File: config.mk
export PLATFORM = sky130hd
export DESIGN_NAME = playfair_pair_decrypt
export DESIGN_NICKNAME = d
export VERILOG_FILES = /design/src/sv/plyf_pkg.sv /design/src/sv/plyf_ram.sv /design/src/sv/playfair_pair_decrypt.sv
export SDC_FILE = /design/constraint.sdc
export NUM_CORES = 1
export LEC_CHECK = 0
export BUFFER_PORTS_ARGS = -buffer_cell sky130_fd_sc_hd__buf_2
export CORE_ASPECT_RATIO = 0.5
export CORE_MARGIN = 10
export CORE_UTILIZATION = 55
export CTS_CLUSTER_SIZE = 10
export DETAILED_ROUTE_END_ITERATION = 8
export PLACE_DENSITY_LB_ADDON = 0.08
export SETUP_SLACK_MARGIN = 0.15
export SLEW_MARGIN = 25
export SYNTH_ARGS = -nofsm -noshare
export SYNTH_HDL_FRONTEND = slang
export SYNTH_SLANG_ARGS = --single-unit
File: constraint.sdc
create_clock -name aclk -period 7.1 [get_ports aclk]
set_input_delay 0 -clock aclk [delete_from_list [all_inputs] [get_ports aclk]]
set_output_delay 0 -clock aclk [all_outputs]
set_load 0.005 [all_outputs]
File: src/sv/plyf_pkg.sv
package plyf_pkg;

    localparam int unsigned SqSide   = 5;
    localparam int unsigned SqCells  = 25;
    localparam int unsigned Alpha    = 26;
    localparam int unsigned LetterW  = 5;
    localparam int unsigned CharW    = 7;
    localparam int unsigned KeyW     = 60;
    localparam int unsigned CfgIdxW  = 8;

    localparam logic [LetterW-1:0] LETTER_I    = 5'd8;
    localparam logic [LetterW-1:0] LETTER_J    = 5'd9;
    localparam logic [LetterW-1:0] LETTER_LAST = 5'd25;
    localparam logic [LetterW-1:0] CELLS_MAX   = 5'd25;
    localparam logic [LetterW-1:0] KEY_HALF    = 5'd12;

    localparam logic [CharW-1:0] UPPER_A = 7'd65;
    localparam logic [CharW-1:0] UPPER_Z = 7'd90;
    localparam logic [CharW-1:0] LOWER_A = 7'd97;
    localparam logic [CharW-1:0] LOWER_Z = 7'd122;

    localparam logic [CfgIdxW-1:0] REG_KEY_LOW  = 8'd0;
    localparam logic [CfgIdxW-1:0] REG_KEY_MID  = 8'd1;
    localparam logic [CfgIdxW-1:0] REG_KEY_LAST = 8'd2;
    localparam logic [CfgIdxW-1:0] REG_KEY_LEN  = 8'd3;

    typedef struct packed {
        logic               ok;
        logic               upper;
        logic [LetterW-1:0] idx;
    } letter_t;

    typedef struct packed {
        logic [2:0] row;
        logic [2:0] col;
    } place_t;

    typedef enum logic [6:0] {
        ST_IDLE  = 7'b0000001,
        ST_KEY   = 7'b0000010,
        ST_ALPHA = 7'b0000100,
        ST_FIXJ  = 7'b0001000,
        ST_LOOK  = 7'b0010000,
        ST_ROW   = 7'b0100000,
        ST_DONE  = 7'b1000000
    } state_t;

    function automatic letter_t char_to_letter(input logic [CharW-1:0] ch);
        letter_t r;
        r = '0;
        if (ch >= UPPER_A && ch <= UPPER_Z) begin
            r.ok    = 1'b1;
            r.upper = 1'b1;
            r.idx   = LetterW'(ch - UPPER_A);
        end else if (ch >= LOWER_A && ch <= LOWER_Z) begin
            r.ok  = 1'b1;
            r.idx = LetterW'(ch - LOWER_A);
        end
        return r;
    endfunction

    // small table split of a place 0..24 into row and column
    function automatic place_t split_place(input logic [LetterW-1:0] p);
        place_t r;
        if (p >= 5'd20) begin
            r.row = 3'd4;
            r.col = 3'(p - 5'd20);
        end else if (p >= 5'd15) begin
            r.row = 3'd3;
            r.col = 3'(p - 5'd15);
        end else if (p >= 5'd10) begin
            r.row = 3'd2;
            r.col = 3'(p - 5'd10);
        end else if (p >= 5'd5) begin
            r.row = 3'd1;
            r.col = 3'(p - 5'd5);
        end else begin
            r.row = 3'd0;
            r.col = 3'(p);
        end
        return r;
    endfunction

    function automatic logic [2:0] wrap_dec(input logic [2:0] v);
        return (v == 3'd0) ? 3'(SqSide - 1) : 3'(v - 3'd1);
    endfunction

    function automatic logic [LetterW-1:0] join_place(input logic [2:0] row,
                                                      input logic [2:0] col);
        return LetterW'(row) * LetterW'(SqSide) + LetterW'(col);
    endfunction

endpackage

File: src/sv/plyf_ram.sv
module plyf_ram #(
    parameter int unsigned WIDTH = 5,
    parameter int unsigned DEPTH = 32
) (
    input  logic                     aclk,
    input  logic                     we,
    input  logic [$clog2(DEPTH)-1:0] waddr,
    input  logic [WIDTH-1:0]         wdata,
    input  logic [$clog2(DEPTH)-1:0] raddr_a,
    input  logic [$clog2(DEPTH)-1:0] raddr_b,
    output logic [WIDTH-1:0]         rdata_a,
    output logic [WIDTH-1:0]         rdata_b
);

    logic [WIDTH-1:0] mem [DEPTH];

    always_ff @(posedge aclk) begin
        if (we) begin
            mem[waddr] <= wdata;
        end
        rdata_a <= mem[raddr_a];
        rdata_b <= mem[raddr_b];
    end

endmodule

File: src/sv/playfair_pair_decrypt.sv
// Playfair digraph decryptor. Write the keyword (letter codes 0..25, A is 0) and its
// length over the cfg channel, then stream ciphertext pairs in on s_ and read plaintext
// pairs on m_. From accept to a loaded result register a pair passes the letter-to-place
// map read, the key square read of both letters and the load of the output, which waits
// while an earlier result is held on m_. The first pair after reset or after any register
// write first runs a build pass that fills the key square and the place map one letter a
// cycle: min(key_length,25) keyword codes, then the rest of the alphabet, then a step
// that copies the place of I to J, then a new map read for the held pair. J is read as
// I, each output letter keeps the case of its input, and a pair with a character that
// is not an ASCII letter comes out unchanged.
module playfair_pair_decrypt
    import plyf_pkg::*;
(
    input  logic               aclk,
    input  logic               aresetn,
    input  logic               cfg_valid,
    output logic               cfg_ready,
    input  logic [CfgIdxW-1:0] cfg_index,
    input  logic [KeyW-1:0]    cfg_data,
    input  logic               s_tvalid,
    output logic               s_tready,
    input  logic [15:0]        s_tdata,   // first_char[6:0], second_char[13:7], zero
    output logic               m_tvalid,
    input  logic               m_tready,
    output logic [15:0]        m_tdata    // plain_first[6:0], plain_second[13:7], zero
);

    state_t state_reg, state_next;

    logic [KeyW-1:0]    key_low_reg, key_mid_reg;
    logic [LetterW-1:0] key_last_reg, key_len_reg;
    logic               square_ready_reg, square_ready_next;

    logic [LetterW-1:0] n_reg, n_next;
    logic [LetterW-1:0] c_reg, c_next;
    logic [LetterW-1:0] k_reg, k_next;
    logic [Alpha-1:0]   used_reg, used_next;
    logic [LetterW-1:0] i_place_reg, i_place_next;

    logic [CharW-1:0]   ch1_reg, ch2_reg;
    letter_t            l1_reg, l2_reg;

    logic               m_tvalid_reg, m_tvalid_next;
    logic [CharW-1:0]   out1_reg, out1_next, out2_reg, out2_next;

    logic               accept;
    letter_t            in_l1, in_l2;
    logic [LetterW-1:0] len_eff, key_sel, cand;
    logic               cand_ok;

    logic               sq_we, pl_we;
    logic [LetterW-1:0] sq_waddr, pl_waddr, sq_wdata, pl_wdata;
    logic [LetterW-1:0] pl_ra, pl_rb, pl_da, pl_db;
    logic [LetterW-1:0] sq_ra, sq_rb, sq_da, sq_db;
    place_t             p1, p2;

    assign cfg_ready = 1'b1;
    assign s_tready  = (state_reg == ST_IDLE);
    assign accept    = s_tvalid && s_tready;
    assign m_tvalid  = m_tvalid_reg;
    assign m_tdata   = {2'b00, out2_reg, out1_reg};

    assign in_l1 = char_to_letter(s_tdata[6:0]);
    assign in_l2 = char_to_letter(s_tdata[13:7]);

    assign len_eff = (key_len_reg > CELLS_MAX) ? CELLS_MAX : key_len_reg;

    always_comb begin
        if (n_reg < KEY_HALF) begin
            key_sel = key_low_reg[n_reg[3:0]*5 +: 5];
        end else if (n_reg < 5'd24) begin
            key_sel = key_mid_reg[4'(n_reg - KEY_HALF)*5 +: 5];
        end else begin
            key_sel = key_last_reg;
        end
    end

    // map read: from the incoming beat at accept, else from the held pair
    assign pl_ra = (state_reg == ST_IDLE) ? in_l1.idx : l1_reg.idx;
    assign pl_rb = (state_reg == ST_IDLE) ? in_l2.idx : l2_reg.idx;

    assign p1 = split_place(pl_da);
    assign p2 = split_place(pl_db);

    always_comb begin
        if (p1.col == p2.col) begin
            sq_ra = join_place(wrap_dec(p1.row), p1.col);
            sq_rb = join_place(wrap_dec(p2.row), p2.col);
        end else if (p1.row == p2.row) begin
            sq_ra = join_place(p1.row, wrap_dec(p1.col));
            sq_rb = join_place(p2.row, wrap_dec(p2.col));
        end else begin
            sq_ra = join_place(p1.row, p2.col);
            sq_rb = join_place(p2.row, p1.col);
        end
    end

    always_comb begin
        state_next        = state_reg;
        square_ready_next = square_ready_reg;
        n_next            = n_reg;
        c_next            = c_reg;
        k_next            = k_reg;
        used_next         = used_reg;
        i_place_next      = i_place_reg;
        m_tvalid_next     = m_tvalid_reg;
        out1_next         = out1_reg;
        out2_next         = out2_reg;
        sq_we             = 1'b0;
        pl_we             = 1'b0;
        sq_waddr          = k_reg;
        sq_wdata          = '0;
        pl_waddr          = '0;
        pl_wdata          = k_reg;
        cand              = key_sel;
        cand_ok           = 1'b0;

        if (m_tvalid_reg && m_tready) begin
            m_tvalid_next = 1'b0;
        end

        case (state_reg)
            ST_IDLE: begin
                if (accept) begin
                    if (square_ready_reg) begin
                        state_next = ST_ROW;
                    end else begin
                        state_next = ST_KEY;
                        n_next     = '0;
                        c_next     = '0;
                        k_next     = '0;
                        used_next  = '0;
                    end
                end
            end
            ST_KEY: begin
                if (n_reg >= len_eff) begin
                    state_next = ST_ALPHA;
                end else begin
                    n_next = n_reg + 5'd1;
                    cand   = (key_sel == LETTER_J) ? LETTER_I : key_sel;
                    // codes 26..31 are skipped like repeats
                    cand_ok = (key_sel <= LETTER_LAST) && !used_reg[cand];
                end
            end
            ST_ALPHA: begin
                cand    = c_reg;
                cand_ok = (c_reg != LETTER_J) && !used_reg[c_reg];
                c_next  = c_reg + 5'd1;
                if (c_reg == LETTER_LAST) begin
                    state_next = ST_FIXJ;
                end
            end
            ST_FIXJ: begin
                pl_we             = 1'b1;
                pl_waddr          = LETTER_J;
                pl_wdata          = i_place_reg;
                square_ready_next = 1'b1;
                state_next        = ST_LOOK;
            end
            ST_LOOK: begin
                state_next = ST_ROW;
            end
            ST_ROW: begin
                state_next = ST_DONE;
            end
            ST_DONE: begin
                if (!m_tvalid_reg || m_tready) begin
                    m_tvalid_next = 1'b1;
                    if (l1_reg.ok && l2_reg.ok) begin
                        out1_next = CharW'(sq_da) + (l1_reg.upper ? UPPER_A : LOWER_A);
                        out2_next = CharW'(sq_db) + (l2_reg.upper ? UPPER_A : LOWER_A);
                    end else begin
                        out1_next = ch1_reg;
                        out2_next = ch2_reg;
                    end
                    state_next = ST_IDLE;
                end
            end
            default: begin
                state_next = ST_IDLE;
            end
        endcase

        if (cand_ok) begin
            sq_we           = 1'b1;
            sq_wdata        = cand;
            pl_we           = 1'b1;
            pl_waddr        = cand;
            used_next[cand] = 1'b1;
            k_next          = k_reg + 5'd1;
            if (cand == LETTER_I) begin
                i_place_next = k_reg;
            end
        end

        if (cfg_valid && cfg_ready && (cfg_index == REG_KEY_LOW || cfg_index == REG_KEY_MID ||
                                       cfg_index == REG_KEY_LAST || cfg_index == REG_KEY_LEN)) begin
            square_ready_next = 1'b0;
        end
    end

    always_ff @(posedge aclk) begin
        if (!aresetn) begin
            state_reg        <= ST_IDLE;
            square_ready_reg <= 1'b0;
            m_tvalid_reg     <= 1'b0;
            key_low_reg      <= '0;
            key_mid_reg      <= '0;
            key_last_reg     <= '0;
            key_len_reg      <= '0;
        end else begin
            state_reg        <= state_next;
            square_ready_reg <= square_ready_next;
            m_tvalid_reg     <= m_tvalid_next;
            if (cfg_valid && cfg_ready) begin
                case (cfg_index)
                    REG_KEY_LOW:  key_low_reg  <= cfg_data;
                    REG_KEY_MID:  key_mid_reg  <= cfg_data;
                    REG_KEY_LAST: key_last_reg <= cfg_data[LetterW-1:0];
                    REG_KEY_LEN:  key_len_reg  <= cfg_data[LetterW-1:0];
                    default: ;
                endcase
            end
        end
    end

    always_ff @(posedge aclk) begin
        n_reg       <= n_next;
        c_reg       <= c_next;
        k_reg       <= k_next;
        used_reg    <= used_next;
        i_place_reg <= i_place_next;
        out1_reg    <= out1_next;
        out2_reg    <= out2_next;
        if (accept) begin
            ch1_reg <= s_tdata[6:0];
            ch2_reg <= s_tdata[13:7];
            l1_reg  <= in_l1;
            l2_reg  <= in_l2;
        end
    end

    plyf_ram #(
        .WIDTH(LetterW),
        .DEPTH(Alpha)
    ) u_place_ram (
        .aclk    (aclk),
        .we      (pl_we),
        .waddr   (pl_waddr),
        .wdata   (pl_wdata),
        .raddr_a (pl_ra),
        .raddr_b (pl_rb),
        .rdata_a (pl_da),
        .rdata_b (pl_db)
    );

    plyf_ram #(
        .WIDTH(LetterW),
        .DEPTH(SqCells)
    ) u_square_ram (
        .aclk    (aclk),
        .we      (sq_we),
        .waddr   (sq_waddr),
        .wdata   (sq_wdata),
        .raddr_a (sq_ra),
        .raddr_b (sq_rb),
        .rdata_a (sq_da),
        .rdata_b (sq_db)
    );

`ifndef SYNTHESIS
    a_out_from_done: assert property (@(posedge aclk) disable iff (!aresetn)
        $rose(m_tvalid_reg) |-> $past(state_reg == ST_DONE))
        else $error("result beat raised outside the final decode step");

    a_square_full: assert property (@(posedge aclk) disable iff (!aresetn)
        (state_reg == ST_FIXJ) |-> (k_reg == CELLS_MAX))
        else $error("key square not filled with 25 letters at end of build");

    a_ready_after_build: assert property (@(posedge aclk) disable iff (!aresetn)
        (state_reg == ST_FIXJ && !cfg_valid) |=> square_ready_reg)
        else $error("square not marked ready after build");

    a_fast_path: assert property (@(posedge aclk) disable iff (!aresetn)
        (accept && square_ready_reg) |=> (state_reg == ST_ROW))
        else $error("pair with built square did not go straight to square read");
`endif

endmodule

Word level (Yosys, flattened, before mapping). Memory sizes are Yosys's and may differ from the RTL's. A register that Yosys moved wholly into a read port is not among the register bits. Index checks and enable logic that the tools add are counted.

Flip-flop bits (word level): 227. Latch bits: 0. RAM bits: 255. Memory bits (read-only): 0. Bits of input ports: 89. Output and inout port bits: 19. Word-level logic and storage cells: 223. Memories kept: 2.

Memory list: u_place_ram.mem (words 26, width 5, read ports 2, clocked after Yosys merged registers in 2, write ports 1, RTL line plyf_ram.sv:15) `logic [WIDTH-1:0] mem [DEPTH];`; u_square_ram.mem (words 25, width 5, read ports 2, clocked after Yosys merged registers in 2, write ports 1, RTL line plyf_ram.sv:15).

Add/subtract/negate cells: 28. $mul: 6. Divide/modulo/power cells: 0. Magnitude comparators: 25. Equal/unequal tests: 23. Shift-type cells: 2. Muxes and demuxes: 75. Bitwise gates (word level): 2. Reductions and logical operators: 38.

Operators by type and width (count): $mux 5 (27); $shiftx 60x8->5 (2); $mux 26 (4); $pmux 7 s7 (1); $mux 7 (6); $add 5x3->5 (6); $mux 6 (5); $pmux 5 s2 (3); $ge 7x7->1 const B (4); $le 7x7->1 const B (4); $or 26x26->26 (1); $ge 5x4->1 const B (4); $mul 3x3->5 const B (4); $sub 5x1->5 const B (4); $lt 5x6->1 const B (3); $mux 1 (18); $sub 3x3->3 const B (6); $eq 8x2->1 const B (2); $add 5x1->5 const B (3); $add 5x7->7 (2); $mul 4x3->7 const B (2); $logic_not 3->1 (4); $mux 3 (4); $mux 4 (3); 38 further kinds (77).

Logic depth before layout (Yosys ltp).
Word-level depth: 16. Depth in mapped cells: 24. Mapped depth without buffers: 21.

By module. From an unflattened synthesis, not the netlist that was laid out.

Cells, all modules: 2142. Area, all modules: 24965.2 µm².

Modules (own cells, without submodules): playfair_pair_decrypt (instances 1, cells each 1358, area each 12244.2 µm², sequential area each 5165.0 µm²); plyf_ram (u_place_ram) (instances 1, cells each 412, area each 6497.5 µm², sequential area each 4103.9 µm²); plyf_ram (u_square_ram) (instances 1, cells each 372, area each 6223.5 µm², sequential area each 3953.8 µm²).

Worst setup path after synthesis. OpenSTA, ideal clock, no wires.

Kind: reg-to-reg. Start point: reg u_place_ram.rdata_a[2], read port of u_place_ram.mem. End point: reg u_square_ram.rdata_a[0], read port of u_square_ram.mem. Setup time: 75 ps. Data arrival time: 4854 ps. Required time: 7025 ps. Setup slack: 2171 ps. Cell stages (with the launch flop): 20. Buffers on the path: 2. Period minus slack after synthesis: 4929 ps. Cells stage by stage: dfxtp_1 > clkbuf_1 > inv_1 > ha_1 > or3b_1 > o311ai_1 > a311o_1 > a222oi_1 > inv_1 > ha_1 > o21ai_0 > ha_1 > a21oi_1 > xor2_1 > nor2_1 > a21oi_1 > clkbuf_1 > mux4_2 > mux2_2 > a22oi_2.

Cells in the longest elaborated chain, start to end: 10. Elaborated cells on any way between the ends: 27. Those cells by class: add/sub: 9; mul: 2; order compare: 4; eq/ne: 2; mux: 8; reduce/logical: 2.

Ends and longest elaborated chain: from (decl) (RTL line plyf_ram.sv:11) `output logic [WIDTH-1:0] rdata_a,`; $ge 5x3->1 or $sub 3x3->3 (tied branches) (RTL line plyf_pkg.sv:74, plyf_pkg.sv:76); $mux 4 (RTL line plyf_pkg.sv:74) `end else if (p >= 5'd5) begin`; $mux 5 (RTL line plyf_pkg.sv:71) `end else if (p >= 5'd10) begin`; $mux 5 (RTL line plyf_pkg.sv:68) `end else if (p >= 5'd15) begin`; $mux 6 (*) (RTL line plyf_pkg.sv:65) `if (p >= 5'd20) begin`; $sub 3x1->3 or $logic_not 3->1 (tied branches) (RTL line plyf_pkg.sv:85) `return (v == 3'd0) ? 3'(SqSide - 1) : 3'(v - 3'd1);`; $mux 3 (RTL line plyf_pkg.sv:85); $mul 3x3->5 or $add 5x3->5 (tied branches) (RTL line plyf_pkg.sv:90) `return LetterW'(row) * LetterW'(SqSide) + LetterW'(col);`; $add 5x3->5 or $mux 5 (tied branches) (RTL line plyf_pkg.sv:90, playfair_pair_decrypt.sv:89); $mux 5 (*) (RTL line playfair_pair_decrypt.sv:86) `if (p1.col == p2.col) begin`; to (decl) (RTL line plyf_ram.sv:11).

Mark *: on every way between the ends. The rest lies on a longest branch, timed or not. A chain may end at the register's enable or synchronous reset.

Final worst setup path.
Start point: reg u_place_ram.rdata_a[2], read port of u_place_ram.mem. End point: reg u_square_ram.rdata_a[1], read port of u_square_ram.mem.

The elaborated chain is that of the path after synthesis.

==> metrics.md <==
| Metric | Value |
|---|---|
| Total negative setup slack | `0 ns` |
| CTS tree | `yes` |
| Nature of the critical path startpoint | `flip-flop` |
| Status | `completed` |
| Final min period | `5.80 ns` |
| Relative slew slack | `34.8%` |
| Vias in the first global route | `19200` |
| Setup Buffers After CTS | `0` |
| Synth-to-layout area growth | `13.6%` |
| Initial drt markers | `1952` |
| Gpl congestion | `0.934` |
| CP Buf/Inv Count | `1` |
| Root buf cell | `clkbuf_16` |
| Antenna diode instance count | `0` |
| Clock skew | `0.0254 ns` |
| PostCTS Resize Cnt | `0` |
| Worst Path Required | `7.58 ns` |
| Total Wirelength | `68400 um` |
| Initial Utilization | `56.3%` |
| Fin. max-slew vios | `0` |
| Die area | `0.0563 mm2` |
| Largest net degree at the start of global routing | `139` |
| Antenna Violating Nets Remaining | `0` |
| Dpl hpwl | `44200 um` |
| Commonest non-fill, non-tap cells in the layout | `nand2_1, edfxtp_1, dfxtp_1, a21boi_0, nor2_1` |
| First-pass GRT wire length | `108000 um` |
| Sequential area share after synthesis | `51.4%` |
| Max incr delay on CP | `0.80 ns` |
| Largest register by flop count | `u_place_ram.mem` |
| TritonCTS Sinks | `502` |
| Initial antenna violation count | `1` |
| Cell Area, Synth | `0.0257 mm2` |
| Syn Inst Count | `2501` |
| Most common cell after layout, fill and taps aside | `nand2_1` |
| Final Net Count | `2772` |
| Worst min-delay path class | `in2reg` |
| Crit path max-delay cell type | `nor2_1` |
| Fill count | `3667` |
| Synth Register Bits | `502` |
| Yosys synthesis warning count | `0` |
| Drt drc | `0` |
| Count of cell types in the netlist | `79` |
| # rows | `55` |
| H-tree levels | `2` |
| CTS max path bufs | `3` |
| Crit Path Max Fanout | `14` |
| Overflow after GRT | `0` |
| # port buffers | `102` |
| Fraction of layout instances using a drive strength above 1 | `11.0%` |
| Via density | `6.02` |
| Final Hold Vio Count | `0` |
| Leading register cell type out of synthesis | `edfxtp_1` |
| Num CTS Buffers | `56` |
| Period utilization | `81.7%` |
| Clock Pin Slew Worst Setup and Hold Paths | `0.06 ns` |
| Gr usage total | `23.4%` |
| Die H | `173 um` |
| Fmax | `0.172 GHz` |
| DR WL/cell | `20.8 um` |
| EDFF count, synth | `317` |
| CP Cell Sequence | `ha_1 > nor3_1 > and2_1 > or3_1 > nand2_1 > xor2_1 > nor4_1 > a21oi_1 > nand2_1 > o31ai_1 > ha_1 > inv_1 > fa_1 > xor2_1 > mux2i_4 > nor2_1 > a32oi_1 > a21boi_0 > o211ai_1` |
| Largest regs | `u_place_ram.mem (130), u_square_ram.mem (125)` |
| Max-cap violations | `0` |
| Max reg flops | `130` |
| RSZ-0062 raised after global routing | `no` |
| Async set or reset register ratio after synthesis | `0%` |
| Crit Path Class | `reg2reg` |
| IO Pins | `108` |
| Syn_area_per_cell | `10.3 um2` |
| Top delay family on crit path | `simple AND/OR/NAND/NOR gates` |
| Count of final setup violators | `0` |
| Die width | `326 um` |
| WP data arrival | `6.28 ns` |
| Worst-Margin Slew | `0.975 ns` |
| Critical path capture point type | `flip-flop` |
| DR vias | `19800` |
| DR pass1 iterations | `6` |
| Worst skew pair latency | `0.61 ns` |
| Area of the core | `0.0457 mm2` |
metal layers:
metal,global-route usage (%),vias to the layer above,share of wire [%]
li1,-,9352,-
met1,33.0,9554,44
met2,37.2,800,46
met3,3.89,101,7.6
met4,6.07,0,2.1
met5,0,-,0
Yosys cell counts, types with 35 or more instances:
master	count	area, um2
nand2_1	589	2210
edfxtp_1	317	9520
dfxtp_1	185	3700
a21boi_0	125	938
clkbuf_1	125	469
nor2_1	104	390
mux2i_1	94	941
a211oi_1	89	668
and2_1	70	438
a21oi_1	65	325
o21ai_0	57	285
ha_1	56	701
inv_1	53	199
a31oi_1	43	269
mux4_2	41	923
nand3_1	38	190
a311oi_1	35	307
final cells by class:
cell class	count	area, um2	area share [%]
clock buffer	95	1560	5.33
clock inverter	4	50.0	0.171
inverter	55	206	0.707
multi-input combinational	1778	11700	40.0
sequential	502	13200	45.3
tap	627	785	2.69
timing repair buffer	230	1720	5.88
metrics by stage:
| stage | cell area, um2 | hold slack [ns] | instances | utilization [%] | setup WS (ns) |
|---|---|---|---|---|---|
| after CTS | 29200 | 0.0249 | 3291 | 63.9 | 1.38 |
| after detailed placement | 26700 | 0.210 | 3101 | 58.4 | 1.38 |
| after global placement | 26700 | 0.207 | 3101 | 58.4 | 1.50 |
| final | 29200 | 0.0493 | 3291 | 63.9 | 1.30 |
| after floorplan | 25700 | 0.0989 | 2502 | - | 2.17 |
| after global routing | 29200 | 0.0544 | 3291 | 63.9 | 0.853 |
cells by family after synthesis:
logic type | count (synthesis) | synth area share [%]
xor+xnor | 36 | 1.23
fa+ha+maj | 60 | 3.04
compound gates | 560 | 15.6
simple gates | 953 | 16.4
buf+inv | 222 | 3.58
other cells | 2 | 0.0292
mux | 166 | 8.74
flops | 502 | 51.4
path summary, 6_finish.rpt:
kind,endpoint,from,slack [ns],cells past startpoint
setup / recovery,u_square_ram.rdata_a[1]$_DFF_P_,u_place_ram.rdata_a[2]$_DFF_P_,1.30,19
hold / removal,key_len_reg[2]$_SDFFE_PN0P_,cfg_index[0],0.05,4
setup reg to reg,u_square_ram.rdata_a[1]$_DFF_P_,u_place_ram.rdata_a[2]$_DFF_P_,1.30,19
hold reg to reg,key_low_reg[32]$_SDFFE_PN0P_,key_low_reg[32]$_SDFFE_PN0P_,0.46,2
tightest hold or removal path, stage by stage:
cell and delay (ns):
buf_2 0.13, nand3_1 0.27, mux2i_1 0.12, nor2b_1 0.09
timing repair:
action,4_1_cts,5_1_grt
setup endpoints to repair,0,0
endpoints found under the hold margin,165,0
hold buffers,91,0
Power is not shown: default switching activity piles up to over one toggle a cycle in this logic, so the estimate is an artifact.
